### src/hdl/bba_pkg.sv
// Shared widths, register indexes and control types for the buddy block allocator.
package bba_pkg;

  localparam int REQ_W     = 32;
  localparam int OFF_W     = 36;
  localparam int ORD_W     = 5;
  localparam int BBS_W     = 17;
  localparam int CFG_W     = 17;
  localparam int CFG_IDX_W = 2;

  localparam logic [CFG_IDX_W-1:0] CFG_BLK_SIZE  = 2'd0;
  localparam logic [CFG_IDX_W-1:0] CFG_TOP_ORDER = 2'd1;

  localparam logic [BBS_W-1:0] BBS_RESET = 17'd128;
  localparam logic [ORD_W-1:0] TOP_RESET = 5'd10;

  // Control from the sequencer to the free map.
  typedef struct packed {
    logic             clear;  // rebuild map: only top order free at offset 0
    logic [ORD_W-1:0] top;    // effective top order for clear
    logic             take;   // mark order idx empty
    logic             put;    // mark order idx free at offset off
    logic [ORD_W-1:0] idx;
    logic [OFF_W-1:0] off;
  } map_ctl_t;

endpackage

### src/hdl/bba_free_map.sv
// Per-order free block map: one valid bit and one stored offset for each order.
module bba_free_map #(
  parameter int MAX_ORDER = 20
) (
  input  logic                     clk,
  input  bba_pkg::map_ctl_t        ctl,
  output logic [MAX_ORDER:0]       free_valid,
  output logic [bba_pkg::OFF_W-1:0] rd_off
);
  import bba_pkg::*;

  localparam int OW = $clog2(MAX_ORDER + 1);

  logic [OFF_W-1:0] offsets [MAX_ORDER+1];

  always_ff @(posedge clk) begin
    if (ctl.clear) begin
      free_valid <= {{MAX_ORDER{1'b0}}, 1'b1} << ctl.top[OW-1:0];
    end else if (ctl.take) begin
      free_valid[ctl.idx[OW-1:0]] <= 1'b0;
    end else if (ctl.put) begin
      free_valid[ctl.idx[OW-1:0]] <= 1'b1;
    end
  end

  // The top order slot is never written: a block there always sits at offset 0.
  always_ff @(posedge clk) begin
    if (ctl.put && !ctl.clear) begin
      offsets[ctl.idx[OW-1:0]] <= ctl.off;
    end
  end

  assign rd_off = offsets[ctl.idx[OW-1:0]];

endmodule

### src/hdl/buddy_block_allocate.sv
// Buddy block allocator, allocation side: request in, granted block offset out.
//
// Input channel in_valid/in_ready carries request_bytes; output channel
// out_valid/out_ready carries granted, user_offset and block_order, one
// result per request. The configuration port writes the block size
// (index 0) or top_order (index 1) on cfg_write_en; any such write rebuilds
// the free map with only the top order free at offset 0.
// One shared shifter/comparator/adder runs under a small sequencer. A request
// is loaded, the needed order is found (one shifted block size compare per
// order), the free orders are searched upward from it, the found block is
// split down to the needed order, and the result is posted. A failed
// request skips the split and posts a result with granted low.
// in_ready is high only while idle. The result waits in an output register,
// and the next request is taken while it waits; that request holds its
// result until the register frees up.
// Reset (rst, synchronous) sets the block size to 128, top_order to 10 and
// the free map to one free block at the top order.
module buddy_block_allocate #(
  parameter int MAX_ORDER    = 20,
  parameter int HEADER_BYTES = 16
) (
  input  logic                          clk,
  input  logic                          rst,
  input  logic                          cfg_write_en,
  input  logic [bba_pkg::CFG_IDX_W-1:0] cfg_index,
  input  logic [bba_pkg::CFG_W-1:0]     cfg_data,
  input  logic                          in_valid,
  output logic                          in_ready,
  input  logic [bba_pkg::REQ_W-1:0]     request_bytes,
  output logic                          out_valid,
  input  logic                          out_ready,
  output logic                          granted,
  output logic [bba_pkg::OFF_W-1:0]     user_offset,
  output logic [bba_pkg::ORD_W-1:0]     block_order
);
  import bba_pkg::*;

  localparam int OW    = $clog2(MAX_ORDER + 1);
  localparam int SHW   = BBS_W + MAX_ORDER;
  localparam int XW    = REQ_W + 1;
  localparam int CMP_W = (SHW > XW) ? SHW : XW;

  localparam logic [2:0] S_IDLE  = 3'd0;
  localparam logic [2:0] S_NEED  = 3'd1;
  localparam logic [2:0] S_FIND  = 3'd2;
  localparam logic [2:0] S_SPLIT = 3'd3;
  localparam logic [2:0] S_OUT   = 3'd4;

  logic [2:0]       state;
  logic [BBS_W-1:0] blk_size;
  logic [ORD_W-1:0] top_order;
  logic [ORD_W-1:0] eff_top;
  logic [ORD_W-1:0] new_top;
  logic [BBS_W-1:0] eff_bbs;
  logic             cfg_hit;

  logic [ORD_W-1:0] k;
  logic [ORD_W-1:0] k_dec;
  logic [ORD_W-1:0] need;
  logic [SHW-1:0]   sh;
  logic [XW-1:0]    x;
  logic [OFF_W-1:0] cur;
  logic             res_granted;
  logic             fits;
  logic             load_out;

  map_ctl_t         map_ctl;
  logic [MAX_ORDER:0] free_valid;
  logic [OFF_W-1:0] rd_off;

  function automatic logic [ORD_W-1:0] clamp_top(input logic [ORD_W-1:0] t);
    return (int'(t) > MAX_ORDER) ? ORD_W'(MAX_ORDER) : t;
  endfunction

  assign eff_top = clamp_top(top_order);
  assign eff_bbs = (blk_size == '0) ? BBS_W'(1) : blk_size;
  assign cfg_hit = cfg_write_en &&
                   (cfg_index == CFG_BLK_SIZE || cfg_index == CFG_TOP_ORDER);
  assign new_top = (cfg_index == CFG_TOP_ORDER) ? clamp_top(cfg_data[ORD_W-1:0]) : eff_top;

  assign k_dec    = k - ORD_W'(1);
  assign fits     = CMP_W'(sh) >= CMP_W'(x);
  assign in_ready = (state == S_IDLE);
  assign load_out = (state == S_OUT) && (!out_valid || out_ready);

  always_comb begin
    map_ctl.clear = rst || cfg_hit;
    map_ctl.top   = rst ? clamp_top(TOP_RESET) : new_top;
    map_ctl.take  = (state == S_FIND) && free_valid[k[OW-1:0]];
    map_ctl.put   = (state == S_SPLIT);
    map_ctl.idx   = (state == S_SPLIT) ? k_dec : k;
    map_ctl.off   = cur;
  end

  bba_free_map #(
    .MAX_ORDER(MAX_ORDER)
  ) u_free_map (
    .clk       (clk),
    .ctl       (map_ctl),
    .free_valid(free_valid),
    .rd_off    (rd_off)
  );

  always_ff @(posedge clk) begin
    if (rst) begin
      blk_size  <= BBS_RESET;
      top_order <= TOP_RESET;
    end else if (cfg_write_en) begin
      if (cfg_index == CFG_BLK_SIZE) begin
        blk_size <= cfg_data[BBS_W-1:0];
      end else if (cfg_index == CFG_TOP_ORDER) begin
        top_order <= cfg_data[ORD_W-1:0];
      end
    end
  end

  // Sequencer: needed order, free order search, split down.
  always_ff @(posedge clk) begin
    if (rst) begin
      state <= S_IDLE;
    end else begin
      unique case (state)
        S_IDLE: begin
          if (in_valid) begin
            x     <= {1'b0, request_bytes} + XW'(HEADER_BYTES);
            sh    <= SHW'(eff_bbs);
            k     <= '0;
            state <= S_NEED;
          end
        end
        S_NEED: begin
          // smallest k with block size << k covering the request plus header
          if (fits) begin
            need  <= k;
            state <= S_FIND;
          end else if (k == eff_top) begin
            res_granted <= 1'b0;
            state       <= S_OUT;
          end else begin
            k  <= k + ORD_W'(1);
            sh <= sh << 1;
          end
        end
        S_FIND: begin
          if (free_valid[k[OW-1:0]]) begin
            cur <= (k == eff_top) ? '0 : rd_off;
            if (k == need) begin
              res_granted <= 1'b1;
              state       <= S_OUT;
            end else begin
              state <= S_SPLIT;
            end
          end else if (k == eff_top) begin
            res_granted <= 1'b0;
            state       <= S_OUT;
          end else begin
            k  <= k + ORD_W'(1);
            sh <= sh << 1;
          end
        end
        S_SPLIT: begin
          // lower half stays free, carry on with the upper half
          k   <= k_dec;
          sh  <= sh >> 1;
          cur <= cur + OFF_W'(sh >> 1);
          if (k_dec == need) begin
            res_granted <= 1'b1;
            state       <= S_OUT;
          end
        end
        S_OUT: begin
          if (load_out) begin
            state <= S_IDLE;
          end
        end
        default: state <= S_IDLE;
      endcase
    end
  end

  always_ff @(posedge clk) begin
    if (rst) begin
      out_valid <= 1'b0;
    end else if (load_out) begin
      out_valid <= 1'b1;
    end else if (out_ready) begin
      out_valid <= 1'b0;
    end
  end

  always_ff @(posedge clk) begin
    if (load_out) begin
      granted     <= res_granted;
      user_offset <= res_granted ? cur + OFF_W'(HEADER_BYTES) : '0;
      block_order <= res_granted ? need : '0;
    end
  end

endmodule

### config.mk
export PLATFORM = sky130hd
export DESIGN_NAME = buddy_block_allocate
export DESIGN_NICKNAME = d
export VERILOG_FILES = /design/src/hdl/bba_pkg.sv /design/src/hdl/bba_free_map.sv /design/src/hdl/buddy_block_allocate.sv
export SDC_FILE = /design/constraint.sdc
export NUM_CORES = 1
export LEC_CHECK = 0
export BUFFER_PORTS_ARGS = -buffer_cell sky130_fd_sc_hd__buf_2
export CORE_MARGIN = 8
export CORE_UTILIZATION = 24
export CTS_CLUSTER_SIZE = 25
export DETAILED_ROUTE_END_ITERATION = 8
export PLACE_DENSITY = 0.45
export SYNTH_ARGS = -nofsm -noshare
export SYNTH_HDL_FRONTEND = slang
export SYNTH_HIERARCHICAL = 1
export SYNTH_SLANG_ARGS = --single-unit
### constraint.sdc
create_clock -name clk -period 5.16 [get_ports clk]
set_clock_uncertainty 0.2 [all_clocks]
set_input_delay 0.516 -clock clk [delete_from_list [all_inputs] [get_ports clk]]
set_output_delay 0.516 -clock clk [all_outputs]
set_load 0.005 [all_outputs]
==> impl.org, run 1 <==
** Layout
- Number of filler cells placed in the layout :: 17.6k
- In the final layout, the share of cells above drive strength 1 is 0.163.
- From synthesis to final layout, the design area changed by 18.7%.
- Measured on the finished design, the core utilization comes to 0.286.
- Layout net count :: 3,148
- Final std cell area, no fill :: 49,800 sq um

** Placement
- In this run the tool buffered the top-level ports with 99 buffer cells.
- Final estimated routing congestion in global placement :: 0.778
- Cell Area, Placed :: 46,000 sq um
- Summed over all nets, the half-perimeter wirelength after detailed placement is 76,600 um.

** Synth
- Most frequent cells after synthesis :: 936 x edfxtp_1, 234 x mux2i_1, 209 x nor2_1
- Async set or reset register ratio after synthesis :: 0
- For this run, the leading register cell type out of synthesis is edfxtp_1.
- Number of warnings reported in the yosys synthesis log :: 6
- Portion of synthesized cell area occupied by the leading cell type :: 0.670
- In this run, synthesis produced a sequential element count of 962.
- edfxtp_1 is the most common cell in the netlist.
- Post-Syn Area per Cell :: 15.0 sq um
- Ranked by total cell area, the synthesized netlist is headed by edfxtp_1 67%, mux2i_1 5.6%, mux4_2 4.1%, ha_1 2.2%, nor2_1 1.9%.
- Fraction of the yosys area taken by sequential cells :: 0.682
- Count of flip-flops with a built-in enable after synthesis :: 936
- Mapped cell area :: 42,000 sq um
- Gate count of the mapped netlist :: 2,790
- The netlist uses 97 different library cells.
- Mapped Nets :: 2,920
- The biggest area contributor in the post-synthesis netlist is edfxtp_1.

** Drt
- Drt first pass iters :: 5
- Post-detailed-route via-to-cell ratio :: 4.58
- Vias :: 24.9k
- Antenna violation net count after detailed routing :: 0
- DRC Markers :: 0
- In the final routed layout, each cell accounts on average for 22.9 um.
- Drt first-iter violations :: 2,042
- WL final :: 124,000 um

** GRT
- Global-route usage over all layers :: 0.128
- The number of global-route vias before repair was 25.5k.
- Pin count of the biggest net entering global routing :: 63
- Number of antenna violations at the first check in global routing :: 4
- Wire length of the first global-routing pass :: 179,000 um
- Global routing finished with a remaining overflow of 0.

** CTS
- The clock reaches the later pin of the worst-skew pair after 0.71 ns.
- In this run the deepest clock path goes through 3 buffers.
- Clock-pin slew of the registers on the worst-case setup and hold paths :: 0.06 ns
- TritonCTS built the clock tree.
- Clock tree sinks :: 962
- TritonCTS Buffers :: 98
- Setup Fix Bufs, Post-CTS :: 0
- Number of hold-repair buffers added at the cts stage :: 62
- In this run, post-CTS repair resized a total of 0 instances.
- H-tree depth :: 3
- The cell sitting at the root of the clock tree is a clkbuf_16.

** Setup path
- Startpoint of the worst setup timing path :: k[1]
- Counting cells, the worst reg-to-reg path comes to 11.
- The endpoint identified for the worst register-to-register timing path is cur[7].
- In this run the register-to-register setup slack is 1.06 ns.
- Source of the worst register-to-register timing path :: k[1]
- Largest fanout on the critical path :: 62
- Crit Path Category :: reg -> reg
- For the worst setup path, the data required time is 5.38 ns.
- At the worst endpoint, the arrival time is 4.32 ns.
- Type of destination of the critical path :: flop
- The worst setup path is launched from a flop.
- The critical path ends at cur[7].

** Power and ir drop
- Summing internal, switching and leakage power gives 24.5 mW.
- VDD sags by at most 0.339 mV.
- Leak Pwr :: 16.8 nW
- For this design the ratio of total power to cell area is 493 nW/um^2.

** Die
- 100 I/O pins were placed.
- The floorplan step defined a die boundary enclosing 188,000 sq um.
- Effective utilization at floorplan :: 0.241
- The initialized floorplan defines 153 standard-cell rows.
- Die X :: 434 um
- Area of the core :: 174,000 sq um
- Die Y :: 434 um

** STA
- Headroom to the max-slew limit came out at 0.193.
- Setup total negative slack on the finished layout was measured at 0 ns.
- The max-slew violation count was 0.
- In the finished design, the share of the clock period the worst path needs comes to 0.795.
- For the pin with the worst max-slew slack, the measured transition is 1.21 ns.
- Min Tclk post-route :: 4.10 ns
- Setup violations remaining at the end of the flow were counted as 0.
- Top achievable clock speed :: 0.244 GHz
- The number of endpoints with negative hold slack in the final report is 0.
- Unrepaired setup endpoints after global routing :: no

** Min path
- The path class of the tightest hold or removal check is in -> reg.

** Run status
- The run finished with clean final reports.

** Flow run
- The tool flagged a number of max-cap violations equal to 0.
metal layers:
layer / track usage / wire, um / vias up
met4: 0.0378 / 3070 / 0
met3: 0.0195 / 5640 / 155
met5: 0 / 0 / -
met2: 0.218 / 60500 / 575
li1: - / - / 11300
met1: 0.169 / 54900 / 12800
worst min path at each step:
stage	from	endpoint	slack (ns)	cells after the start
after global placement	blk_size[12]	blk_size[12]	0.27	2
final	cfg_index[0]	top_order[0]	0.18	4
after floorplan	blk_size[0]	blk_size[0]	0.25	2
after detailed placement	blk_size[12]	blk_size[12]	0.27	2
after global routing	cfg_index[0]	top_order[0]	0.16	4
after CTS	rst	blk_size[8]	0.11	2
per-stage QoR:
| step | setup WS (ns) | hold WS, ns | std cells |
|---|---|---|---|
| 2_1_floorplan | 0.617 | 0.246 | 2790 |
| 3_3_place_gp | 1.07 | 0.272 | 5181 |
| 3_5_place_dp | 1.03 | 0.273 | 5181 |
| 4_1_cts | 1.04 | 0.111 | 5427 |
| 5_1_grt | 0.779 | 0.162 | 5427 |
| 6_report | 1.06 | 0.175 | 5428 |
cell usage in the layout, fill, tap and decap left out, types with 8 or more instances in the layout:
| cell | netlist | layout |
|---|---|---|
| a211oi_1 | 53 | 53 |
| a21o_1 | 38 | 38 |
| a21oi_1 | 113 | 112 |
| a22o_1 | 22 | 22 |
| a22oi_1 | 37 | 37 |
| and2_1 | 42 | 40 |
| and3_1 | 20 | 19 |
| buf_12 | 3 | 25 |
| buf_2 | 66 | 99 |
| buf_4 | 6 | 90 |
| bufinv_16 | 0 | 8 |
| clkbuf_1 | 56 | 21 |
| clkbuf_16 | 0 | 99 |
| clkinv_1 | 1 | 22 |
| clkinv_2 | 0 | 18 |
| dfxtp_1 | 26 | 25 |
| dlygate4sd3_1 | 0 | 62 |
| edfxtp_1 | 936 | 936 |
| ha_1 | 73 | 73 |
| inv_1 | 60 | 59 |
| mux2i_1 | 234 | 234 |
| mux4_2 | 76 | 76 |
| nand2_1 | 157 | 156 |
| nand2b_1 | 22 | 22 |
| nand3_1 | 69 | 69 |
| nand4_1 | 25 | 25 |
| nor2_1 | 209 | 187 |
| nor2_4 | 0 | 20 |
| nor2b_1 | 17 | 17 |
| nor3_1 | 9 | 8 |
| o21ai_0 | 52 | 51 |
| o22ai_1 | 109 | 109 |
| or3_1 | 12 | 12 |
| xnor2_1 | 56 | 56 |
| xor2_1 | 33 | 33 |
critical path, cell delays in order (launching register included):
cell and delay, ns:
edfxtp_1 0.37, buf_4 0.19, inv_1 0.17, ha_1 0.33, o21ai_4 0.73, buf_12 0.40
mux2i_1 0.26, o22ai_1 0.10, a211oi_1 0.36, nand3_1 0.29, nand2_1 0.14, o32ai_1 0.09
cell type report:
class	instances	area, sq um	area share
Sequential cell	962	28600	0.575
Multi-Input combinational cell	1619	12500	0.252
Clock buffer	125	2630	0.0527
Inverter	61	234	0.00470
Clock inverter	59	562	0.0113
Timing Repair Buffer	276	2290	0.0460
Antenna cell	1	2.50	0.0000503
Tap cell	2325	2910	0.0584
report_power, final:
group | switching [mW] | internal [mW] | total [mW]
logic | 4.75 | 2.99 | 7.75
clock network | 3.12 | 4.02 | 7.14
registers | 0.417 | 9.25 | 9.66
total | 8.29 | 16.3 | 24.5
kinds of logic after synthesis:
family / synth area share
AO/OA/AOI/OAI: 0.0811
buffers and inverters: 0.0238
AND/OR/NAND/NOR: 0.0744
flip-flops: 0.682
adder cells (fa/ha/maj): 0.0222
multiplexers: 0.0976
XOR/XNOR: 0.0186
sequential cells by signal (all words and copies together), names as in the netlist, named ones only:
| register | flops |
|---|---|
| u_free_map/offsets | 756 |
| sh | 37 |
| cur | 36 |
| user_offset | 36 |
| x | 33 |
| blk_size | 17 |
| block_order | 5 |
| k | 5 |
| need | 5 |
| top_order | 5 |
| state | 3 |
| granted | 1 |
| out_valid | 1 |
| res_granted | 1 |
(Power assumes the default switching activity.)
==> inputs of run 2 (changes only) <==
- clock period: 5.16 -> 3.7 ns (I/O delays scaled with it)
==> impl.org, run 2 (synthesized netlist as in run 1, its figures left out) <==
** GRT
- Pin count of the biggest net entering global routing :: 57 (was 63)
- The total grt overflow came to 0 (unchanged).
- The initial antenna violation count came to 0 (was 4).
- Global-route usage over all layers :: 0.129 (was 0.128)
- Wire length of the first global-routing pass :: 180,000 um (was 179,000 um)
- Via count of the first global-routing pass :: 26.0k (was 25.5k)

** Layout
- The fraction of layout cells with a size suffix above 1 came to 0.194 (was 0.163).
- Final std cell area, no fill :: 51,900 sq um (was 49,800 sq um)
- The flip-flop count of the largest register, all copies and words added was 756 (unchanged).
- Layout Cells excl Fill :: 5,598 (was 5,428)
- Leading cell types in the layout, fill and taps excluded: 936 x edfxtp_1, 234 x mux2i_1, 187 x nor2_1 (unchanged).
- The area added between synthesis and finish is 23.7% (was 18.7%).
- The count of nets after finishing was 3,313 (was 3,148).
- The most common library cell in the layout ignoring fill and taps is edfxtp_1 (unchanged).

** Drt
- The number of DRC violations after detailed routing was 0 (unchanged).
- The via count was 25.5k (was 24.9k).
- Drt first pass iters :: 5 (unchanged)
- The detailed router's first-iteration violation count was 1,663 (was 2,042).
- WL final :: 124,000 um (about the same)
- Antenna violation net count after detailed routing :: 0 (unchanged)
- Post-detailed-route via-to-cell ratio :: 4.56 (was 4.58)
- The average detailed-routed wire length per instance was 22.2 um (was 22.9 um).

** Flow run
- Max-Cap Viols :: 0 (unchanged)

** Placement
- Port Buf Inserts :: 99 (unchanged)
- Cell Area, Placed :: 47,400 sq um (was 46,000 sq um)
- Post-DP HPWL :: 81,000 um (was 76,600 um)
- Number of instances in the placed design :: 5,293 (was 5,181)
- The routability congestion estimate is 0.776 (was 0.778).
- The worst slack after detailed placement was 0.0788 ns (was 1.03 ns).

** Setup path
- Type of destination of the critical path :: flop (unchanged)
- The sort of element at the start of the critical path is a flop (unchanged).
- Cell family with most CP delay :: simple AND/OR/NAND/NOR gates (was compound AO/OA/AOI/OAI gates)
- Arrival @ worst endpoint :: 3.89 ns (was 4.32 ns)
- The data required time at the worst endpoint is 4.05 ns (was 5.38 ns).
- Crit Path Category :: reg -> reg (unchanged)
- Source of the worst register-to-register timing path :: state[0] (was k[1])
- Most frequent CP cell :: buf_4
- The cell with the largest stage delay on the worst path is or4b_4 (was o21ai_4).
- Buf+Inv Stages, Crit Path :: 4 (was 3)
- The largest fanout on the critical path came to 17 (was 62).
- The peak per-stage delay on the critical path is 0.75 ns (was 0.73 ns).
- Startpoint of the worst setup timing path :: state[0] (was k[1])
- Worst path cell trace: nor2b_1 > nand2_2 > clkinv_1 > buf_4 > ha_1 > inv_6 > or4b_4 > buf_4 > o22ai_1 > a211oi_1 > nand3_1 > nand2_1 > o21ai_0 (was buf_4 > inv_1 > ha_1 > o21ai_4 > buf_12 > mux2i_1 > o22ai_1 > a211oi_1 > nand3_1 > nand2_1 > o32ai_1).

** Min path
- Worst min-delay path category :: in -> reg (unchanged)
- Start point of the worst min-delay path :: cfg_index[0] (unchanged)

** STA
- The worst setup margin was 0.159 ns (was 1.06 ns).
- Total count of max-transition violations in the final report :: 0 (unchanged)
- Unrepaired setup endpoints after global routing: yes (was no).
- Max_slew headroom :: 0.213 (was 0.193)
- Final setup vio count :: 0 (unchanged)
- The number of endpoints with negative hold slack in the final report came to 0 (unchanged).
- Slew of the pin with the lowest slew margin :: 1.18 ns (was 1.21 ns)
- The maximum clock rate came to 0.282 GHz (was 0.244 GHz).
- Fin Setup TNS :: 0 ns (unchanged)
- Min Tclk post-route :: 3.54 ns (was 4.10 ns)
- The part of the cycle the worst path needs came to 0.957 (was 0.795).

** Die
- The width of the die was 434 um (unchanged).
- Count of pins on the block boundary :: 100 (unchanged)
- The initial core utilization was 0.241 (unchanged).
- Total number of placement rows :: 153 (unchanged)
- The die footprint was 188,000 sq um (unchanged).
- The die height came to 434 um (unchanged).
- Area of the core :: 174,000 sq um (unchanged)

** Power and ir drop
- Ratio of total power to cell area :: 686 nW/um^2 (was 493 nW/um^2)
- The reported leakage power came to 17.8 nW (was 16.8 nW).
- The maximum ir drop on the vdd rail came to 0.398 mV (was 0.339 mV).

** CTS
- The clock sink count is 962 (unchanged).
- The TritonCTS clock tree was built (unchanged).
- H-tree depth :: 3 (unchanged)
- TritonCTS Buffers :: 101 (was 98)
- Insertion delay to the later sink of the worst-skew pair :: 0.72 ns (was 0.71 ns)
- Clock-pin slew of the registers on the worst-case setup and hold paths :: 0.06 ns (about the same)
- Clock Tree Buf Depth :: 3 (unchanged)
- The root buffer selected by CTS is clkbuf_16 (unchanged).

** Run status
- Outcome :: complete, no violations (unchanged)
## run 2: cell types whose count changed in the layout (fill, tap and decap cells not counted), moves of 3 or more
cell and change:
clkbuf_1 -4, clkinv_2 +6, buf_12 +50, buf_4 +66
clkinv_1 +3, dlygate4sd3_1 +45, clkbuf_8 -4
## run 2: through the flow
step | utilization | power (mW) | hold slack, ns
after floorplan | - | 21.0 | 0.246
after global placement | 0.273 | 25.6 | 0.277
after detailed placement | 0.273 | 25.6 | 0.289
after CTS | 0.298 | 35.9 | 0.000893
after global routing | 0.298 | 37.3 | 0.0259
final | 0.299 | 35.6 | 0.0501
## run 2: where the power goes
group	switching [mW]	internal [mW]
Sequential	0.409	12.9
Combinational	7.06	5.07
Clock	4.42	5.76
Total	11.9	23.7
## run 2: layout make-up
class / instances / area, sq um
fillers: 17500 / 122000
flip-flops and latches: 962 / 28600
multi-input cells: 1619 / 12600
repair buffers: 438 / 4250
well taps: 2325 / 2910
clock buffers: 119 / 2610
clock inverters: 72 / 678
inverters: 61 / 234
diodes: 2 / 5.00
## run 2: worst paths after layout
check,to,depth (start not counted),slack [ns]
setup / recovery,cur[18],13,0.16
hold reg to reg,blk_size[3],2,0.34
setup reg to reg,cur[18],13,0.16
hold / removal,blk_size[4],5,0.05
## run 2: worst register-to-register path, cell delays in order (launching register included)
cell	delay [ns]
dfxtp_1	0.31
nor2b_1	0.15
nand2_2	0.08
clkinv_1	0.13
buf_4	0.17
ha_1	0.34
inv_6	0.14
or4b_4	0.78
buf_4	0.27
o22ai_1	0.23
a211oi_1	0.08
nand3_1	0.31
nand2_1	0.09
o21ai_0	0.10
## run 2: metal layers
| metal | vias to the layer above | wire length (um) | track usage |
|---|---|---|---|
| met5 | - | 0 | 0 |
| met3 | 139 | 6170 | 0.0228 |
| met1 | 13100 | 55600 | 0.172 |
| met4 | 0 | 3350 | 0.0401 |
| li1 | 11700 | - | - |
| met2 | 572 | 59000 | 0.213 |
## run 2: repair_timing
item | CTS | global route
setup buffers | 0 | 5
resized for setup | 0 | 5
hold buffers | 107 | 0
setup endpoints to repair | 0 | 67
endpoints found under the hold margin | 59 | 0
==> inputs of run 3 (changes only) <==
- REMOVE_ABC_BUFFERS: not set -> 1
==> impl.org, run 3 (synthesized netlist as in run 1, its figures left out) <==
** STA
- Min Tclk post-route :: 3.51 ns (was 3.54 ns)
- Fin Setup TNS :: 0 ns (unchanged)
- The number of setup violations in the final report was 0 (unchanged).
- Slew of the pin with the lowest slew margin :: 1.19 ns (was 1.18 ns)
- Final hold viol count :: 0 (unchanged)
- Max_slew headroom :: 0.203 (was 0.213)
- The maximum clock rate is 0.285 GHz (was 0.282 GHz).
- Unrepaired setup endpoints after global routing :: no (was yes)
- Final worst path period share :: 0.950 (was 0.957)
- Total count of max-transition violations in the final report :: 0 (unchanged)

** Die
- Die X :: 434 um (unchanged)
- Total number of placement rows :: 153 (unchanged)
- Count of pins on the block boundary :: 100 (unchanged)
- Die Y :: 434 um (unchanged)
- Effective utilization at floorplan :: 0.241 (unchanged)
- Area of the core :: 174,000 sq um (unchanged)
- Die Footprint :: 188,000 sq um (unchanged)

** GRT
- The initial antenna violation count came to 2 (was 0).
- Global-route usage over all layers :: 0.132 (was 0.129)
- The largest net degree at the start of global routing came to 47 (was 57).
- The total grt overflow came to 0 (unchanged).
- The number of global-route vias before repair was 25.5k (was 26.0k).
- The wire length of the first global-routing pass is 183,000 um (was 180,000 um).

** Setup path
- The worst setup path category is reg -> reg (unchanged).
- Count of cell instances traversed by the critical path :: 11 (was 13)
- The cell with the largest stage delay on the worst path is edfxtp_1 (was or4b_4).
- Source of the worst register-to-register timing path :: k[1] (was state[0])
- Cell family with most CP delay :: buffers and inverters (was simple AND/OR/NAND/NOR gates)
- The largest fanout on the critical path came to 46 (was 17).
- End of the worst register-to-register path :: cur[20] (was cur[18])
- Reg-to-reg setup timing slack :: 0.19 ns (was 0.16 ns)
- Reg2Reg Depth :: 11 (was 13)
- Required arrival time at the worst endpoint :: 3.93 ns (was 4.05 ns)
- The endpoint type of the worst setup path is a flop (unchanged).
- The worst setup path endpoint is cur[20] (was cur[18]).
- The arrival time at the worst endpoint was 3.74 ns (was 3.89 ns).
- Worst path cell trace: inv_1 > ha_1 > o21ai_4 > buf_12 > buf_4 > mux2i_1 > nor2_1 > a211oi_1 > nand3_2 > nand2_1 > o21ai_0 (was nor2b_1 > nand2_2 > clkinv_1 > buf_4 > ha_1 > inv_6 > or4b_4 > buf_4 > o22ai_1 > a211oi_1 > nand3_1 > nand2_1 > o21ai_0).
- Startpoint of the worst setup timing path :: k[1] (was state[0])
- Slowest stage delay, CP :: 0.41 ns (was 0.75 ns)
- The sort of element at the start of the critical path is a flop (unchanged).
- The number of buffers and inverters on the critical path is 3 (was 4).

** Drt
- The via count came to 25.6k (was 25.5k).
- The number of DRC violations after detailed routing came to 0 (unchanged).
- The via density per instance was 4.58 (was 4.56).
- The wire length reported by the detailed router was 128,000 um (was 124,000 um).
- Drt first-iter violations :: 1,762 (was 1,663)
- The average detailed-routed wire length per instance is 22.9 um (was 22.2 um).
- The antenna violation net count after detailed routing was 0 (unchanged).
- Drt first pass iters :: 8 (was 5)

** Flow run
- The count of maximum capacitance violations came to 0 (unchanged).

** Run status
- Outcome :: complete, no violations (unchanged)

** Layout
- The flip-flop count of the largest register, all copies and words added came to 756 (unchanged).
- The count of nets after finishing was 3,307 (was 3,313).
- Final std cell area, no fill :: 51,600 sq um (was 51,900 sq um)
- Most common library cell in the layout ignoring fill and taps :: edfxtp_1 (unchanged)
- The fraction of layout cells with a size suffix above 1 was 0.195 (was 0.194).
- The count of non-filler cells in the finished layout was 5,585 (was 5,598).
- Number of filler cells placed in the layout :: 17.6k (was 17.5k)
- Leading cell types in the layout, fill and taps excluded :: 936 x edfxtp_1, 234 x mux2i_1, 187 x nor2_1 (unchanged)
- The core occupancy in the finished layout was 0.297 (was 0.299).
- The area added between synthesis and finish is 22.9% (was 23.7%).

** CTS
- Clock Tree Buf Depth :: 3 (unchanged)
- The TritonCTS clock tree was built (unchanged).
- Clock tree sinks :: 962 (unchanged)
- The clock insertion delay at the later pin of the skew report came to 0.72 ns (about the same).
- TritonCTS Buffers :: 103 (was 101)
- The root buffer selected by CTS is clkbuf_16 (unchanged).
- Clock-pin slew of the registers on the worst-case setup and hold paths :: 0.06 ns (about the same)
- H-tree depth :: 3 (unchanged)

** Placement
- Port Buf Inserts :: 99 (unchanged)
- The routability congestion estimate is 0.801 (was 0.776).
- The cell area after placement was 47,400 sq um (about the same).
- Post-DP HPWL :: 82,700 um (was 81,000 um)
- The number of instances in the placed design is 5,302 (was 5,293).

** Power and ir drop
- Total power consumption of the routed design :: 35.2 mW (was 35.6 mW)
- Maximum resistive drop on vdd :: 0.330 mV (was 0.398 mV)
- Leak Pwr :: 17.7 nW (was 17.8 nW)
- The total power density per cell area was 683 nW/um^2 (was 686 nW/um^2).

** Min path
- The class of the tightest hold or removal check is in -> reg (unchanged).
[run 3: cell types whose count changed in the layout (fill, tap and decap cells not counted), sizes merged]
cell,before,now
buf,331,338
bufinv,10,5
clkbuf,119,127
clkinv,53,50
clkinvlp,5,3
diode,2,1
dlygate4sd3,107,92
inv,65,63
[run 3: routing by layer]
layer  share of wire  up-vias  track usage
met3           0.048      149       0.0214
met5               0        -            0
li1                -    11700            -
met1            0.44    13100        0.177
met4           0.022        0       0.0364
met2            0.48      643        0.222
[run 3: metrics by stage]
stage          hold slack, ns  setup slack (ns)
4_1_cts                0.0136             0.101
3_5_place_dp            0.278             0.123
3_3_place_gp            0.272             0.127
5_1_grt                0.0618           0.00105
2_1_floorplan           0.239            -31.20
6_report               0.0662             0.186
[run 3: worst min-delay path, cell delays in order]
cell and delay [ns]:
buf_2 0.16, buf_4 0.27, a21oi_1 0.14
[run 3: final cells by class]
class / instances / area (sq um) / share of cell area
Clock inverter: 60 / 477 / 0.00924
Timing Repair Buffer: 430 / 4100 / 0.0795
Multi-Input combinational cell: 1619 / 12500 / 0.243
Tap cell: 2325 / 2910 / 0.0564
Antenna cell: 1 / 2.50 / 0.0000485
Inverter: 61 / 234 / 0.00454
Clock buffer: 127 / 2690 / 0.0521
Sequential cell: 962 / 28600 / 0.555
[run 3: power breakdown]
group | internal [mW] | switching (mW)
logic | 4.98 | 7.05
clock network | 5.51 | 4.33
registers | 12.9 | 0.462
total | 23.4 | 11.8
[run 3: worst min path at each step]
stage / start / endpoint / slack [ns] / cells past startpoint
final: rst / blk_size[15] / 0.07 / 3
after global routing: rst / blk_size[15] / 0.06 / 3
after CTS: rst / blk_size[15] / 0.01 / 3
after detailed placement: blk_size[6] / blk_size[6] / 0.28 / 2
after global placement: blk_size[6] / blk_size[6] / 0.27 / 2
after floorplan: rst / blk_size[0] / 0.24 / 1
[run 3: repair_timing]
item	in CTS	in global routing
endpoints found under the hold margin	58	0
gates resized for setup	0	6
setup buffers	0	3
setup endpoints to repair	0	8
hold buffers	92	0
